## src/hw/rtl/dmap_pkg.sv

```systemverilog
// ----------------------------------------------------------------------------
// DMAP parser package
// Shared constants, field kinds and the tag-to-kind lookup.
// ----------------------------------------------------------------------------
package dmap_pkg;

   // Field kinds, also used as element classes while a length is read.
   localparam logic [3:0] KIND_REC   = 4'd0;
   localparam logic [3:0] KIND_BYTE  = 4'd1;
   localparam logic [3:0] KIND_SHORT = 4'd2;
   localparam logic [3:0] KIND_INT   = 4'd3;
   localparam logic [3:0] KIND_LONG  = 4'd4;
   localparam logic [3:0] KIND_DATE  = 4'd5;
   localparam logic [3:0] KIND_VER   = 4'd6;
   localparam logic [3:0] KIND_STR   = 4'd7;
   localparam logic [3:0] KIND_END   = 4'd8;
   localparam logic [3:0] KIND_LIST  = 4'd9;
   localparam logic [3:0] KIND_ITEM  = 4'd10;
   localparam logic [3:0] KIND_NONE  = 4'd0;

   // Tag table groups.
   localparam logic [2:0] GRP_TOP  = 3'd0;
   localparam logic [2:0] GRP_ITEM = 3'd1;
   localparam logic [2:0] GRP_SRV  = 3'd2;
   localparam logic [2:0] GRP_LOG  = 3'd3;
   localparam logic [2:0] GRP_UPD  = 3'd4;

   // Response modes.
   localparam logic [2:0] MODE_NONE = 3'd0;
   localparam logic [2:0] MODE_SRV  = 3'd1;
   localparam logic [2:0] MODE_LOG  = 3'd2;
   localparam logic [2:0] MODE_UPD  = 3'd3;
   localparam logic [2:0] MODE_LIST = 3'd4;

   // Parse status codes.
   localparam logic [1:0] STAT_OK      = 2'd0;
   localparam logic [1:0] STAT_UNKNOWN = 2'd1;
   localparam logic [1:0] STAT_TRUNC   = 2'd2;
   localparam logic [1:0] STAT_UNSUPP  = 2'd3;

   // Byte phases.
   localparam logic [3:0] PH_RTAG = 4'd0;
   localparam logic [3:0] PH_RLEN = 4'd1;
   localparam logic [3:0] PH_TAG  = 4'd2;
   localparam logic [3:0] PH_LEN  = 4'd3;
   localparam logic [3:0] PH_NUM  = 4'd3;
   localparam logic [3:0] PH_STR  = 4'd10;

   localparam int unsigned BYTE_W = 8;

   // One queued input word.
   typedef struct packed {
      logic                last;
      logic [BYTE_W-1:0]   data;
   } in_word_type;

   // One result word.
   typedef struct packed {
      logic [31:0] tag;
      logic [3:0]  kind;
      logic [63:0] value;
      logic        done;
      logic        empty;
      logic        in_record;
      logic        final_flag;
      logic [1:0]  status;
   } rsp_word_type;

   // Element kind of a tag within a group; KIND_NONE when not found.
   function automatic logic [3:0] tag_lookup(input logic [2:0] grp, input logic [31:0] tag);
      logic [3:0] k;
      k = KIND_NONE;
      unique case (grp)
         GRP_TOP: begin
            unique case (tag)
               "mstt", "mtco", "mrco": k = KIND_INT;
               "muty":                 k = KIND_BYTE;
               "mlcl":                 k = KIND_LIST;
               default:                k = KIND_NONE;
            endcase
         end
         GRP_ITEM: begin
            unique case (tag)
               "miid", "assr", "assz", "asst", "assp", "astm", "mcti", "mudl",
               "mimc", "mctc":                              k = KIND_INT;
               "mper":                                      k = KIND_LONG;
               "minm", "asul", "asal", "asar", "ascm", "asgn", "asfm", "asdt",
               "ascp", "agrp":                              k = KIND_STR;
               "mikd", "asdk", "asco", "aeSP", "abpl":      k = KIND_BYTE;
               "asbr", "asyr", "astn", "astc", "asdc", "asdn", "asbt":
                                                            k = KIND_SHORT;
               "asda", "asdm":                              k = KIND_DATE;
               default:                                     k = KIND_NONE;
            endcase
         end
         GRP_SRV: begin
            unique case (tag)
               "mstt", "mstm", "aeSV", "msdc":              k = KIND_INT;
               "apro", "mpro":                              k = KIND_VER;
               "msix", "msex", "msup", "msal", "mslr", "msqy", "msrs", "msbr",
               "mspi", "msas", "msau":                      k = KIND_BYTE;
               "minm":                                      k = KIND_STR;
               default:                                     k = KIND_NONE;
            endcase
         end
         GRP_LOG: begin
            unique case (tag)
               "mstt", "mlid": k = KIND_INT;
               default:        k = KIND_NONE;
            endcase
         end
         GRP_UPD: begin
            unique case (tag)
               "musr", "mstt": k = KIND_INT;
               default:        k = KIND_NONE;
            endcase
         end
         default: k = KIND_NONE;
      endcase
      return k;
   endfunction

endpackage

```

## src/hw/rtl/dmap_tlv_stream_parser.sv

```systemverilog
// The byte that causes a result is first held in the input queue; the core then
// takes it from the queue and registers the result.
// Throughput: one byte per cycle while no untaken result stalls the core's phase machine.
// A two-word input queue lets the input side run while a result waits.
// Reset is synchronous and active high; it empties the queue and result register
// and returns the parser to the response header.
// ----------------------------------------------------------------------------
// DMAP TLV stream parser
// Parses a DMAP response byte stream into typed field words.
// ----------------------------------------------------------------------------
module dmap_tlv_stream_parser (
   input  logic          clock,
   input  logic          reset,
   input  logic          req_tvalid,
   output logic          req_tready,
   input  logic [7:0]    req_tdata,  // data_byte[7:0]
   input  logic          req_tlast,
   output logic          rsp_tvalid,
   input  logic          rsp_tready,
   // tag_code[31:0], field_value[95:32], string_done[96], string_empty[97],
   // inside_record[98], parse_status[100:99], zero fill [103:101]
   output logic [103:0]  rsp_tdata,
   output logic [3:0]    rsp_tuser,  // field_kind[3:0]
   output logic          rsp_tlast
);
   import dmap_pkg::*;

   in_word_type  push_word, pop_word;
   logic         pop_valid, pop_ready;
   rsp_word_type rsp_word;

   assign push_word.data = req_tdata;
   assign push_word.last = req_tlast;

   // Front: input queue.
   dmap_queue u_queue (
      .clock      (clock),
      .reset      (reset),
      .push_valid (req_tvalid),
      .push_ready (req_tready),
      .push_word  (push_word),
      .pop_valid  (pop_valid),
      .pop_ready  (pop_ready),
      .pop_word   (pop_word)
   );

   // Back: parser core with result register.
   dmap_core u_core (
      .clock     (clock),
      .reset     (reset),
      .in_valid  (pop_valid),
      .in_ready  (pop_ready),
      .in_word   (pop_word),
      .out_valid (rsp_tvalid),
      .out_ready (rsp_tready),
      .out_word  (rsp_word)
   );

   // Result word packing.
   assign rsp_tdata = {3'd0, rsp_word.status, rsp_word.in_record, rsp_word.empty,
                       rsp_word.done, rsp_word.value, rsp_word.tag};
   assign rsp_tuser = rsp_word.kind;
   assign rsp_tlast = rsp_word.final_flag;

endmodule

```

## src/hw/rtl/dmap_queue.sv

```systemverilog
// ----------------------------------------------------------------------------
// DMAP input queue
// Two-entry queue that accepts input words and decouples the parser core.
// ----------------------------------------------------------------------------
module dmap_queue (
   input  logic                 clock,
   input  logic                 reset,
   input  logic                 push_valid,
   output logic                 push_ready,
   input  dmap_pkg::in_word_type push_word,
   output logic                 pop_valid,
   input  logic                 pop_ready,
   output dmap_pkg::in_word_type pop_word
);
   import dmap_pkg::*;

   in_word_type mem_ff [2];
   logic        wr_ptr_ff, wr_ptr_in;
   logic        rd_ptr_ff, rd_ptr_in;
   logic [1:0]  count_ff, count_in;
   logic        push, pop;

   // Handshake and pointer updates.
   assign push_ready = (count_ff != 2'd2);
   assign pop_valid  = (count_ff != 2'd0);
   assign pop_word   = mem_ff[rd_ptr_ff];
   assign push       = push_valid && push_ready;
   assign pop        = pop_valid && pop_ready;

   always_comb begin
      wr_ptr_in = wr_ptr_ff ^ push;
      rd_ptr_in = rd_ptr_ff ^ pop;
      count_in  = count_ff + {1'b0, push} - {1'b0, pop};
   end

   always_ff @(posedge clock) begin
      if (reset) begin
         wr_ptr_ff <= 1'b0;
         rd_ptr_ff <= 1'b0;
         count_ff  <= 2'd0;
      end else begin
         wr_ptr_ff <= wr_ptr_in;
         rd_ptr_ff <= rd_ptr_in;
         count_ff  <= count_in;
      end
   end

   // Storage needs no reset.
   always_ff @(posedge clock) begin
      if (push) begin
         mem_ff[wr_ptr_ff] <= push_word;
      end
   end

endmodule

```

## src/hw/rtl/dmap_core.sv

```systemverilog
// ----------------------------------------------------------------------------
// DMAP parser core
// Runs the byte phase machine on queued words and holds the result register.
// ----------------------------------------------------------------------------
module dmap_core (
   input  logic                  clock,
   input  logic                  reset,
   input  logic                  in_valid,
   output logic                  in_ready,
   input  dmap_pkg::in_word_type in_word,
   output logic                  out_valid,
   input  logic                  out_ready,
   output dmap_pkg::rsp_word_type out_word
);
   import dmap_pkg::*;

   logic [3:0]  phase_ff, phase_in;
   logic [31:0] tag_ff, tag_in;
   logic [31:0] len_ff, len_in;
   logic [63:0] acc_ff, acc_in;
   logic [31:0] left_ff, left_in;
   logic [2:0]  mode_ff, mode_in;
   logic [1:0]  nest_ff, nest_in;
   logic        halt_ff, halt_in;
   logic        valid_ff, valid_in;
   rsp_word_type rsp_ff, rsp_in;

   logic        step, have, stop, last;
   logic [7:0]  b;
   logic [31:0] tag_next, left_inc, len_next;
   logic [3:0]  k, k_item;
   logic [1:0]  lvl;
   logic [63:0] acc_next;

   assign in_ready  = !valid_ff || out_ready;
   assign step      = in_valid && in_ready;
   assign out_valid = valid_ff;
   assign out_word  = rsp_ff;
   assign b         = in_word.data;
   assign last      = in_word.last;

   // Phase machine for one byte.
   always_comb begin
      phase_in = phase_ff;
      tag_in   = tag_ff;
      len_in   = len_ff;
      acc_in   = acc_ff;
      left_in  = left_ff;
      mode_in  = mode_ff;
      nest_in  = nest_ff;
      halt_in  = halt_ff;
      have     = 1'b0;
      stop     = 1'b0;
      rsp_in   = '0;
      k        = KIND_NONE;
      k_item   = KIND_NONE;
      lvl      = nest_ff;
      tag_next = (left_ff == 32'd0) ? {24'd0, b} : {tag_ff[23:0], b};
      left_inc = left_ff + 32'd1;
      len_next = {len_ff[23:0], b};
      acc_next = {acc_ff[55:0], b};

      if (halt_ff) begin
         // Ignore bytes until the buffer ends.
         if (last) begin
            phase_in = PH_RTAG;
            tag_in   = '0;
            len_in   = '0;
            acc_in   = '0;
            left_in  = '0;
            mode_in  = MODE_NONE;
            nest_in  = 2'd0;
            halt_in  = 1'b0;
         end
      end else begin
         priority case (1'b1)
            phase_ff == PH_RTAG: begin
               tag_in  = tag_next;
               left_in = left_inc;
               if (left_inc >= 32'd4) begin
                  left_in = '0;
                  if (tag_next == "msrv")      mode_in = MODE_SRV;
                  else if (tag_next == "mlog") mode_in = MODE_LOG;
                  else if (tag_next == "mupd") mode_in = MODE_UPD;
                  else if (tag_next == "adbs" || tag_next == "avdb" ||
                           tag_next == "apso" || tag_next == "aply")
                     mode_in = MODE_LIST;
                  else mode_in = MODE_NONE;
                  if (mode_in == MODE_NONE) begin
                     have          = 1'b1;
                     stop          = 1'b1;
                     rsp_in.tag    = tag_next;
                     rsp_in.kind   = KIND_END;
                     rsp_in.status = STAT_UNSUPP;
                  end else begin
                     phase_in = PH_RLEN;
                  end
               end
            end
            phase_ff == PH_RLEN: begin
               left_in = left_inc;
               if (left_inc >= 32'd4) begin
                  left_in  = '0;
                  phase_in = PH_TAG;
               end
            end
            phase_ff == PH_LEN: begin
               len_in  = len_next;
               left_in = left_inc;
               if (left_inc >= 32'd4) begin
                  k        = acc_ff[3:0];
                  acc_in   = '0;
                  left_in  = '0;
                  phase_in = PH_TAG;
                  if (acc_ff[63:4] != 60'd0) begin
                     // Class field never exceeds four bits.
                     k = KIND_NONE;
                  end else if (k == KIND_LIST || k == KIND_ITEM) begin
                     have             = 1'b1;
                     rsp_in.tag       = tag_ff;
                     rsp_in.kind      = KIND_REC;
                     rsp_in.in_record = (k == KIND_ITEM);
                  end else if (k == KIND_STR) begin
                     if (len_next == 32'd0) begin
                        have             = 1'b1;
                        rsp_in.tag       = tag_ff;
                        rsp_in.kind      = KIND_STR;
                        rsp_in.done      = 1'b1;
                        rsp_in.empty     = 1'b1;
                        rsp_in.in_record = nest_ff[1];
                     end else begin
                        left_in  = len_next;
                        phase_in = PH_STR;
                     end
                  end else if (k >= KIND_BYTE && k <= KIND_VER) begin
                     unique case (k)
                        KIND_BYTE:  left_in = 32'd1;
                        KIND_SHORT: left_in = 32'd2;
                        KIND_LONG:  left_in = 32'd8;
                        default:    left_in = 32'd4;
                     endcase
                     phase_in = PH_NUM + k;
                  end
               end
            end
            (phase_ff >= PH_NUM + KIND_BYTE) && (phase_ff <= PH_NUM + KIND_VER): begin
               acc_in  = acc_next;
               left_in = (left_ff != 32'd0) ? left_ff - 32'd1 : left_ff;
               if (left_in == 32'd0) begin
                  have             = 1'b1;
                  rsp_in.tag       = tag_ff;
                  rsp_in.kind      = phase_ff - PH_NUM;
                  rsp_in.value     = acc_next;
                  rsp_in.in_record = nest_ff[1];
                  acc_in           = '0;
                  phase_in         = PH_TAG;
               end
            end
            phase_ff == PH_STR: begin
               have             = 1'b1;
               left_in          = (left_ff != 32'd0) ? left_ff - 32'd1 : left_ff;
               rsp_in.tag       = tag_ff;
               rsp_in.kind      = KIND_STR;
               rsp_in.value     = {56'd0, b};
               rsp_in.done      = (left_in == 32'd0);
               rsp_in.in_record = nest_ff[1];
               if (left_in == 32'd0) phase_in = PH_TAG;
            end
            default: begin
               // Element tag collection and classification.
               phase_in = PH_TAG;
               tag_in   = tag_next;
               left_in  = left_inc;
               if (left_inc >= 32'd4) begin
                  left_in = '0;
                  unique case (mode_ff)
                     MODE_SRV: k = tag_lookup(GRP_SRV, tag_next);
                     MODE_LOG: k = tag_lookup(GRP_LOG, tag_next);
                     MODE_UPD: k = tag_lookup(GRP_UPD, tag_next);
                     MODE_LIST: begin
                        k_item = tag_lookup(GRP_ITEM, tag_next);
                        if (nest_ff != 2'd0 && tag_next == "mlit") begin
                           lvl = 2'd2;
                           k   = KIND_ITEM;
                        end else if (nest_ff >= 2'd2 && k_item != KIND_NONE) begin
                           k = k_item;
                        end else begin
                           k = tag_lookup(GRP_TOP, tag_next);
                           if (k == KIND_LIST)      lvl = 2'd1;
                           else if (k != KIND_NONE) lvl = 2'd0;
                        end
                     end
                     default: k = KIND_NONE;
                  endcase
                  if (k == KIND_NONE) begin
                     have          = 1'b1;
                     stop          = 1'b1;
                     rsp_in.tag    = tag_next;
                     rsp_in.kind   = KIND_END;
                     rsp_in.status = STAT_UNKNOWN;
                  end else begin
                     nest_in  = lvl;
                     acc_in   = {60'd0, k};
                     len_in   = '0;
                     phase_in = PH_LEN;
                  end
               end
            end
         endcase

         // End of a response: final flag, status and state reset.
         if (stop || last) begin
            rsp_in.final_flag = 1'b1;
         end
         if (!stop && last) begin
            if (!have) begin
               have        = 1'b1;
               rsp_in      = '0;
               rsp_in.tag  = tag_in;
               rsp_in.kind = KIND_END;
               rsp_in.final_flag = 1'b1;
            end
            rsp_in.status = (phase_in == PH_TAG && left_in == 32'd0) ? STAT_OK : STAT_TRUNC;
         end
         if (last) begin
            phase_in = PH_RTAG;
            tag_in   = '0;
            len_in   = '0;
            acc_in   = '0;
            left_in  = '0;
            mode_in  = MODE_NONE;
            nest_in  = 2'd0;
            halt_in  = 1'b0;
         end else if (stop) begin
            halt_in = 1'b1;
         end
      end

      valid_in = valid_ff && !out_ready;
      if (step && have) valid_in = 1'b1;
   end

   // Parser state.
   always_ff @(posedge clock) begin
      if (reset) begin
         phase_ff <= PH_RTAG;
         tag_ff   <= '0;
         len_ff   <= '0;
         acc_ff   <= '0;
         left_ff  <= '0;
         mode_ff  <= MODE_NONE;
         nest_ff  <= 2'd0;
         halt_ff  <= 1'b0;
         valid_ff <= 1'b0;
      end else begin
         valid_ff <= valid_in;
         if (step) begin
            phase_ff <= phase_in;
            tag_ff   <= tag_in;
            len_ff   <= len_in;
            acc_ff   <= acc_in;
            left_ff  <= left_in;
            mode_ff  <= mode_in;
            nest_ff  <= nest_in;
            halt_ff  <= halt_in;
         end
      end
   end

   // Result register.
   always_ff @(posedge clock) begin
      if (step && have) begin
         rsp_ff <= rsp_in;
      end
   end

endmodule

```

## config.mk

```make
export PLATFORM = sky130hd
export DESIGN_NAME = dmap_tlv_stream_parser
export DESIGN_NICKNAME = d
export VERILOG_FILES = /design/src/hw/rtl/dmap_pkg.sv /design/src/hw/rtl/dmap_tlv_stream_parser.sv /design/src/hw/rtl/dmap_queue.sv /design/src/hw/rtl/dmap_core.sv
export SDC_FILE = /design/constraint.sdc
export NUM_CORES = 1
export LEC_CHECK = 0
export BUFFER_PORTS_ARGS = -buffer_cell sky130_fd_sc_hd__buf_4
export CELL_PAD_IN_SITES_DETAIL_PLACEMENT = 1
export CELL_PAD_IN_SITES_GLOBAL_PLACEMENT = 2
export CORE_MARGIN = 4
export CORE_UTILIZATION = 40
export CTS_CLUSTER_DIAMETER = 80
export CTS_CLUSTER_SIZE = 40
export DETAILED_ROUTE_END_ITERATION = 8
export GPL_TIMING_DRIVEN = 0
export MAX_ROUTING_LAYER = met4
export PLACE_DENSITY_LB_ADDON = 0.1
export RECOVER_POWER = 50
export SYNTH_ARGS = -nofsm -noshare
export SYNTH_HDL_FRONTEND = slang
export SYNTH_SLANG_ARGS = --single-unit
export TNS_END_PERCENT = 20
```

## constraint.sdc

```tcl
create_clock -name clock -period 11.4 [get_ports clock]
set_input_delay 0.57 -clock clock [delete_from_list [all_inputs] [get_ports clock]]
set_output_delay 0.57 -clock clock [all_outputs]
set_load 0.01 [all_outputs]
```

## After elaboration in Yosys (flattened, before gate mapping)

Memory sizes are Yosys's and may differ from the RTL's. A register that Yosys moved wholly into a read port is not among the register bits.
Cells that the tools add are included.

| word-level totals | value |
|---|---|
| input port bits | 13 |
| register bits | 273 |
| bits in writable memories | 18 |
| output and inout port bits | 111 |
| memories | 1 |
| logic and storage cells | 398 |

Memories:

| name | depth | width | read ports | clocked after Yosys merged registers in | wr ports | RTL line | text |
|---|---|---|---|---|---|---|---|
| u_queue.mem_ff | 2 | 9 | 1 | 1 | 1 | dmap_queue.sv:17 | `in_word_type mem_ff [2];` |

| cells by class | value |
|---|---|
| muxes and demuxes | 213 |
| reduce and logical (&&, ||, !) cells | 54 |
| equality and inequality tests | 96 |
| $add $sub $neg | 6 |
| order comparisons | 6 |
| bitwise gates (word level) | 2 |

Operators with widths:

| operator | number |
|---|---|
| $eq A32 B31 Y1 const B | 66 |
| $mux W64 | 16 |
| $mux W32 | 25 |
| $mux W36 | 14 |
| $mux W24 | 9 |
| $mux W106 | 2 |
| $mux W4 | 47 |
| $logic_not A32 Y1 | 4 |
| $mux W100 | 1 |
| $reduce_bool A60 Y1 | 1 |
| $mux W2 | 27 |
| $mux W1 | 50 |
| $mux W3 | 16 |
| $add A32 B1 Y32 const B | 1 |
| $ge A32 B3 Y1 const B | 1 |
| $reduce_bool A32 Y1 | 1 |
| $sub A32 B1 Y32 const B | 1 |
| $pmux W4 S3 | 2 |
| $reduce_or A10 Y1 | 2 |
| $pmux W3 S6 | 1 |
| $eq A4 B4 Y1 const B | 4 |
| $ne A2 B2 Y1 const B | 8 |
| $pmux W4 S4 | 1 |
| $reduce_and A8 Y1 | 2 |
| 38 further kinds | 75 |

## Longest topological paths before layout

Gate-level depths: netlist of the first run.

| logic depth | value |
|---|---|
| depth in word-level cells | 50 |
| mapped depth | 19 |
| depth with buffers taken out | 13 |

## Modules after synthesis

A second synthesis of the first run with hierarchy kept.

| unflattened totals | value |
|---|---|
| cells, all modules | 2,010 |
| area total of the unflattened synthesis | 17,156.5 um2 |

Modules (own cells, without submodules):

| module | seq. area each (um2) | times used | area each (um2) | cells an instance |
|---|---|---|---|---|
| dmap_core | 6,446.2 | 1 | 16,248.1 | 1,951 |
| dmap_queue | 620.6 | 1 | 882.1 | 55 |
| dmap_tlv_stream_parser | 0.0 | 1 | 26.3 | 4 |

## Worst setup path after synthesis of the first run

No wires, ideal clock.

| timing | value |
|---|---|
| kind | flip-flop to flip-flop |
| start | reg u_core.left_ff[0] |
| end | reg u_core.rsp_ff, in the netlist u_core.out_word[0], enable pin |
| stages on the path, launching flop included | 17 |
| arrival | 5,832 ps |
| clock period less this slack | 7,067 ps |
| setup time | 1,235 ps |
| data required time | 10,165 ps |
| path buffers | 4 |
| path slack | 4,333 ps |
| path through | dfxtp_1 -> clkbuf_1 -> inv_1 -> ha_1 -> or3b_2 -> buf_1 -> nor4_4 -> nand3_2 -> buf_6 -> buf_6 -> nand4_2 -> o41ai_1 -> o311a_1 -> a211o_4 -> nor3_4 -> nand3b_1 -> nand3_1 |

| between the ends | value |
|---|---|
| cells in the longest elaborated chain, start to end | 39 |
| elaborated cells between the ends (all ways) | 156 |
| those cells by class | add/sub (2); order compare (1); eq/ne (66); mux (62); reduce/logical (25) |

Ends and longest elaborated chain:

| item | RTL line | text |
|---|---|---|
| start: declaration | dmap_core.sv:21 | `logic [31:0] left_ff, left_in;` |
| start signal: assignment | dmap_core.sv:262 | `left_ff <= left_in;` |
| $logic_not A32 Y1 | dmap_core.sv:58 | `tag_next = (left_ff == 32'd0) ? {24'd0, b} : {tag_ff[23:0], b};` |
| $mux W32 | dmap_core.sv:58 |  |
| $eq A32 B31 Y1, on equally long branches | -- |  |
| $reduce_or A10 Y1, or another cell as far along | dmap_pkg.sv:83 | `unique case (tag)` |
| $pmux W3 S6 / $pmux W4 S3 (equally long branches) | dmap_pkg.sv:83, dmap_pkg.sv:75 |  |
| $mux W4, on equally long branches | dmap_core.sv:176, dmap_core.sv:185 |  |
| $mux W4, on equally long branches | dmap_core.sv:174, dmap_core.sv:182 |  |
| $mux W4, on equally long branches | dmap_core.sv:76, dmap_core.sv:176 |  |
| (+19 left out) | -- |  |
| $mux W1 | dmap_core.sv:174 | `if (left_inc >= 32'd4) begin` |
| $mux W1 (5 in a row) | dmap_core.sv:76 | `priority case (1'b1)` |
| $mux W1 | dmap_core.sv:63 | `if (halt_ff) begin` |
| $logic_not A1 Y1 | dmap_core.sv:215 | `if (!stop && last) begin` |
| $logic_and A1 B1 Y1 | dmap_core.sv:215 |  |
| $mux W1 * | dmap_core.sv:215 |  |
| $mux W1 * | dmap_core.sv:63 |  |
| $logic_and A1 B1 Y1 * | dmap_core.sv:272 | `if (step && have) begin` |
| end signal: assignment | dmap_core.sv:273 | `rsp_ff <= rsp_in;` |
| end: declaration | dmap_core.sv:26 | `rsp_word_type rsp_ff, rsp_in;` |

Mark *: on every way between the ends. The rest lies on a longest branch, timed or not. The select of a mux whose other input is x is not followed.
A chain may end at the register's enable or synchronous reset.

## Final worst setup path of the first run

| timing | value |
|---|---|
| start | reg u_core.left_ff[0] |
| end | reg u_core.rsp_ff, in the netlist u_core.out_word[14], enable pin |

Same word-level chain as after synthesis.

==> impl_metrics.yaml, run 1 <==
outcome:
  status: "finished, violations left"
  violations: "capacitance limit, slew limit"
synthesis:
  synth-edff-count: 124
  synth_top_area_share_pct: 20.7
  ys_types: 108
  synth_xor_area_share_pct: 1.66
  synth_top_family_by_area: "simple AND/OR/NAND/NOR gates"
  synth-simple-area-share_pct: 29.5
  ys_warn_count: 0
  ys_seq_area_share_pct: 39.3
  yosys_register_bits: 291
  synth_compound_area_share_pct: 16.5
  synth_fa_ha_area_share_pct: 1.04
  syn_avg_cell_area_sq_um: 8.81
  synth_top_area_cell: "edfxtp_1"
  synth.mux.area_fraction_pct: 6.63
  synthArstFlopShare_pct: 0
  yosys-top-cells-area: "edfxtp_1 21%, dfxtp_1 19%, mux2i_1 6.1%"
  synth_flop_cell: "dfxtp_1"
  netlist_instances: 2040
  syn_area_sq_um: 18000
grt:
  track_usage_pct: 31.0
  grt_pass1_wl_um: 112000
  antenna_found_initial: 1
  grt_pass1_vias: 17400
  overflow: 0
  grt_max_degree: 60
route:
  viasPerCell: 6.12
  drtIter0Drc: 1422
  ant_nets: 0
  vias: 17100
  wl_per_cell_um: 26.5
  drc: 0
  drt_wl_total_um: 74200
  firstDrtPassIters: 7
setup_path:
  crit_arrival_ns: 8.07
  critPathTopFamily: "simple AND/OR/NAND/NOR gates"
  startpoint_type: "flop"
  path_buf_inv: 6
  worstPathCellList: "clkbuf_1 > inv_1 > ha_1 > or3b_2 > clkbuf_1 > nor4_1 > nand3_1 > clkbuf_1 > clkbuf_1 > nand4_1 > o41ai_1 > o311a_1 > a211o_4 > nor3_1 > nand3b_1 > nand3_4 > buf_16"
  crit_path_frequent_cell: "clkbuf_1"
  cp_data_required_time_ns: 11.71
  critPathMaxFanout: 59
  end_kind: "flop"
  critPathSlowestCell: "nor4_1"
  crit_type: "reg -> reg"
  max_stage_delay_ns: 1.05
die:
  die_h_um: 220
  die_area_sq_um: 48400
  initial_core_util_pct: 40.6
  core-area_sq_um: 44300
  io_pins: 124
  num_rows: 77
  chipWidth_um: 220
power_and_ir_drop:
  power_density_nw_per_um2: 167
  fin_total_pwr_w: 0.00333
  vdd.ir_drop.worst_mv: 0.154
  p_leak_nw: 6.37
layout:
  areaGrowthSynthToFinish_pct: 11.3
  final_cell_mix: "230 x clkbuf_1, 223 x nand2_1, 199 x nor2_1, 167 x dfxtp_1, 124 x edfxtp_1"
  fin_nets: 2217
  final_layout_size_suffix_gt1_share_pct: 8.30
  layout_commonest_cell: "clkbuf_1"
clock_tree:
  cts.clk_slew.worst_paths_ns: 0.11
  clockBufferDepth: 3
  clock_sinks: 291
  htree_levels: 1
  cts_tree: "built"
  postCtsSetupBuffers: 0
  cts_hold_buf: 0
  cts_buffers: 23
  insertion_delay_ns: 0.59
  cts_resized: 0
  cts_root_buffer: "clkbuf_16"
timing:
  fin_crit_ns: 7.76
  maxSlewViolCount: 10
  tightest_slew_ns: 1.55
  rsz0062_at_grt: "no"
  skew_ns: 0.0572
  setup-tns-final_ns: 0
  relSlewSlack_pct: -4.45
  setup-violations-final: 0
  finalHoldViolations: 0
  fmax_mhz: 129
  period_share_pct: 68.0
run:
  cap_viol_max_count: 1
place:
  io_buffers: 120
  hpwl_um: 56900
  gp_congestion: 0.964
min_path:
  hold_class: "in -> reg"
-- metal layers --
layer | GRT usage (%) | vias to the layer above | wire, um
met5 | - | - | 0
met4 | 8.16 | 0 | 2500
met3 | 3.63 | 130 | 3800
met2 | 51.1 | 541 | 35500
met1 | 40.8 | 8631 | 32500
li1 | - | 7836 | -
-- Yosys cell counts, types with 26 or more instances --
master and count:
dfxtp_1 167, nand2_1 223, mux2i_1 110, o22ai_1 32
nand2b_1 99, and2_1 70, a22oi_1 60, buf_2 28
a21oi_1 82, nand4_1 43, edfxtp_1 124, nor3_1 59
inv_1 29, nand3_1 62, nor4_1 68, xnor2_1 26
clkbuf_1 106, o21ai_0 57, nor2_1 199
-- cell families (layout without fill, tap and decap cells) --
kind of cell             count (synthesis)  in the layout
XOR/XNOR                                34             34
AO/OA/AOI/OAI                          400            400
buffers and inverters                  202            365
flip-flops                             291            291
AND/OR/NAND/NOR                        979            979
adder cells (fa/ha/maj)                 15             15
other                                    1              5
multiplexers                           118            118
-- worst register-to-register path, cell delays in order, from the launching register on --
cell	delay (ns)
dfxtp_1	0.34
clkbuf_1	0.24
inv_1	0.18
ha_1	0.30
or3b_2	0.48
clkbuf_1	0.29
nor4_1	1.05
nand3_1	0.51
clkbuf_1	0.40
clkbuf_1	0.48
nand4_1	0.31
o41ai_1	0.14
o311a_1	0.37
a211o_4	0.33
nor3_1	0.70
nand3b_1	0.28
nand3_4	0.55
buf_16	0.50
-- sequential cells by signal (all words and copies together) (netlist names) --
signal,count
u_queue.rd_ptr_ff,1
u_queue.mem_ff,18
u_core.halt_ff,1
u_core.tag_ff,32
u_core.mode_ff,3
u_core.out_valid,1
u_queue.wr_ptr_ff,1
u_core.len_ff,24
u_core.nest_ff,2
u_core.acc_ff,64
u_queue.count_ff,2
u_core.left_ff,32
u_core.out_word,106
u_core.phase_ff,4
-- stage by stage --
stage	hold slack, ns	setup WS (ns)	cell area, sq um	utilization (%)	std cells
after CTS	0.171	5.16	20500	46.4	2796
after global placement	0.459	1.77	19600	44.3	2754
final	0.216	3.64	20000	45.1	2799
after floorplan	0.448	4.33	18000	-	2042
after global routing	0.201	3.19	20000	45.1	2798
after detailed placement	0.468	5.20	19700	44.4	2755
-- power by group --
| group | switching (W) | leakage (nW) | internal (W) |
|---|---|---|---|
| sequential | 0.0000524 | 2.53 | 0.00125 |
| combinational | 0.000824 | 3.43 | 0.000287 |
| clock | 0.000497 | 0.409 | 0.000425 |
-- path summary, 6_finish.rpt --
kind | from | end | slack, ns | cells after the start
hold / removal | req_tdata[3] | u_queue.mem_ff[1][3]$_DFFE_PP_ | 0.22 | 1
setup / recovery | u_core.left_ff[0]$_SDFFE_PP0P_ | u_core.out_word[14]$_SDFFCE_PP0P_ | 3.64 | 17
setup reg to reg | u_core.left_ff[0]$_SDFFE_PP0P_ | u_core.out_word[14]$_SDFFCE_PP0P_ | 3.64 | 17
hold reg to reg | u_core.acc_ff[15]$_SDFFE_PP0P_ | u_core.acc_ff[23]$_SDFFE_PP0P_ | 0.47 | 2
-- cell type report --
cell class	instances	area, sq um
diodes	2	5.00
well taps	592	741
clock buffers	24	589
clock inverters	17	287
multi-input cells	1549	9880
plain buffers	170	793
fillers	5298	24300
inverters	32	120
flip-flops and latches	291	7070
repair buffers	122	524
No activity file was read; power rests on OpenSTA's default activity.
==> run 2: changes to the inputs <==
--- a/config.mk
+++ b/config.mk
@@ -9,7 +9,7 @@
 export CELL_PAD_IN_SITES_DETAIL_PLACEMENT = 1
 export CELL_PAD_IN_SITES_GLOBAL_PLACEMENT = 2
 export CORE_MARGIN = 4
-export CORE_UTILIZATION = 40
+export CORE_UTILIZATION = 38
 export CTS_CLUSTER_DIAMETER = 80
 export CTS_CLUSTER_SIZE = 40
 export DETAILED_ROUTE_END_ITERATION = 8
==> constraint.sdc (replaced) <==
create_clock -name clock -period 8.14 [get_ports clock]
set_input_delay 0.407 -clock clock [delete_from_list [all_inputs] [get_ports clock]]
set_output_delay 0.407 -clock clock [all_outputs]
set_load 0.01 [all_outputs]
==> impl_metrics.yaml, run 2 (same netlist as run 1, synthesis figures left out) <==
grt:
  antenna_found_initial: 3
  grt_pass1_wl_um: 113000
  grt_pass1_vias: 17400
  track_usage_pct: 29.8
  grt_max_degree: 55
  overflow: 0
place:
  pre_cts_ws_ns: 1.83
  placed_cell_area_sq_um: 19700
  hpwl_um: 57900
  gp_congestion: 0.974
  io_buffers: 120
power_and_ir_drop:
  power_density_nw_per_um2: 233
  p_leak_nw: 6.41
  vdd.ir_drop.worst_mv: 0.201
setup_path:
  path_buf_inv: 6
  r2r_slack_ns: 0.96
  critPathMaxFanout: 54
  crit_type: "reg -> reg"
  crit_arrival_ns: 7.43
  end_kind: "flop"
  critPathSlowestCell: "nor4b_1"
  crit_path_frequent_cell: "clkbuf_1"
  cp_data_required_time_ns: 8.39
  crit_start: "u_core.left_ff[0]$_SDFFE_PP0P_"
  critPathTopFamily: "simple AND/OR/NAND/NOR gates"
  reg2reg_from: "u_core.left_ff[0]$_SDFFE_PP0P_"
  max_stage_delay_ns: 0.79
  startpoint_type: "flop"
  worstPathCellList: "clkbuf_1 > inv_1 > ha_1 > or3b_2 > clkbuf_1 > nor4_4 > and3_1 > clkbuf_1 > clkbuf_1 > a31oi_1 > a2111oi_2 > nor4b_1 > a21oi_1 > nor2_1 > nand3b_1 > nand3_4 > buf_16"
die:
  io_pins: 124
  die_h_um: 225
  initial_core_util_pct: 38.5
  die_area_sq_um: 50800
  core-area_sq_um: 46700
  num_rows: 79
  chipWidth_um: 225
timing:
  finalHoldViolations: 0
  setup-violations-final: 0
  relSlewSlack_pct: 1.32
  setup-tns-final_ns: 0
  hold_slack_ns: 0.0559
  timing.final.ws_setup_ns: 0.963
  period_share_pct: 88.2
  tightest_slew_ns: 1.44
  maxSlewViolCount: 0
  rsz0062_at_grt: "no"
  fmax_mhz: 139
  skew_ns: 0.0247
  fin_crit_ns: 7.18
clock_tree:
  clockBufferDepth: 3
  cts.clk_slew.worst_paths_ns: 0.08
  cts_root_buffer: "clkbuf_16"
  cts_hold_buf: 7
  htree_levels: 1
  cts_tree: "built"
  clock_sinks: 291
  postCtsSetupBuffers: 0
  cts_resized: 0
  insertion_delay_ns: 0.57
  cts_buffers: 25
layout:
  areaGrowthSynthToFinish_pct: 11.7
  largest_reg_flops: 106
  fillers: 5507
  fin_nets: 2226
  layout_commonest_cell: "clkbuf_1"
  final_layout_size_suffix_gt1_share_pct: 8.21
  seqCellArea_sq_um: 7070
  final_cell_mix: "232 x clkbuf_1, 223 x nand2_1, 200 x nor2_1, 167 x dfxtp_1, 124 x edfxtp_1"
  multi_input_area_sq_um: 9880
  stdcell_area_sq_um: 20100
min_path:
  hold_class: "in -> reg"
  worstHoldStart: "req_tdata[6]"
route:
  drt_wl_total_um: 75700
  vias: 17300
  viasPerCell: 6.13
  wl_per_cell_um: 26.8
  ant_nets: 0
  firstDrtPassIters: 5
  drtIter0Drc: 1233
  drc: 0
outcome:
  status: "finished, violations left"
  violations: "capacitance limit"
run:
  cap_viol_max_count: 1
## run 2: cell types whose count changed in the layout (fill, tap and decap cells not counted), moves of 3 or more
cell	delta
dlygate4sd3_1	+7
inv_8	+4
nor3_2	-3
clkinv_16	-4
## run 2: cell type report
class	instances	share of cell area (%)
buffer	170	3.92
inverter	32	0.598
sequential	291	35.2
timing repair buffer	129	2.96
tap	607	3.78
multi-input combinational	1549	49.2
clock buffer	27	3.15
clock inverter	18	1.12
antenna	1	0.0125
## run 2: stage by stage
stage,util (%),cells,power (W)
2_1_floorplan,-,2042,0.00282
3_3_place_gp,42.1,2769,0.00355
3_5_place_dp,42.2,2771,0.00356
4_1_cts,44.2,2823,0.00486
5_1_grt,43.0,2823,0.00488
6_report,43.0,2824,0.00468
## run 2: where the power goes
part           total [W]  switching, W  internal (W)
clock            0.00129      0.000648      0.000637
sequential       0.00182     0.0000760       0.00175
combinational    0.00157       0.00117      0.000404
## run 2: worst paths after layout
check,to,cells past startpoint
max,u_core.out_word[14]$_SDFFCE_PP0P_,17
max reg2reg,u_core.out_word[14]$_SDFFCE_PP0P_,17
min reg2reg,u_core.acc_ff[61]$_SDFFE_PP0P_,2
min,u_queue.mem_ff[0][6]$_DFFE_PP_,1
## run 2: routing by layer
layer  global-route usage, %  part of all wire [%]
met5                       -                     0
met4                    7.73                   3.2
met3                    3.30                   5.0
met2                    49.0                    48
met1                    39.4                    44
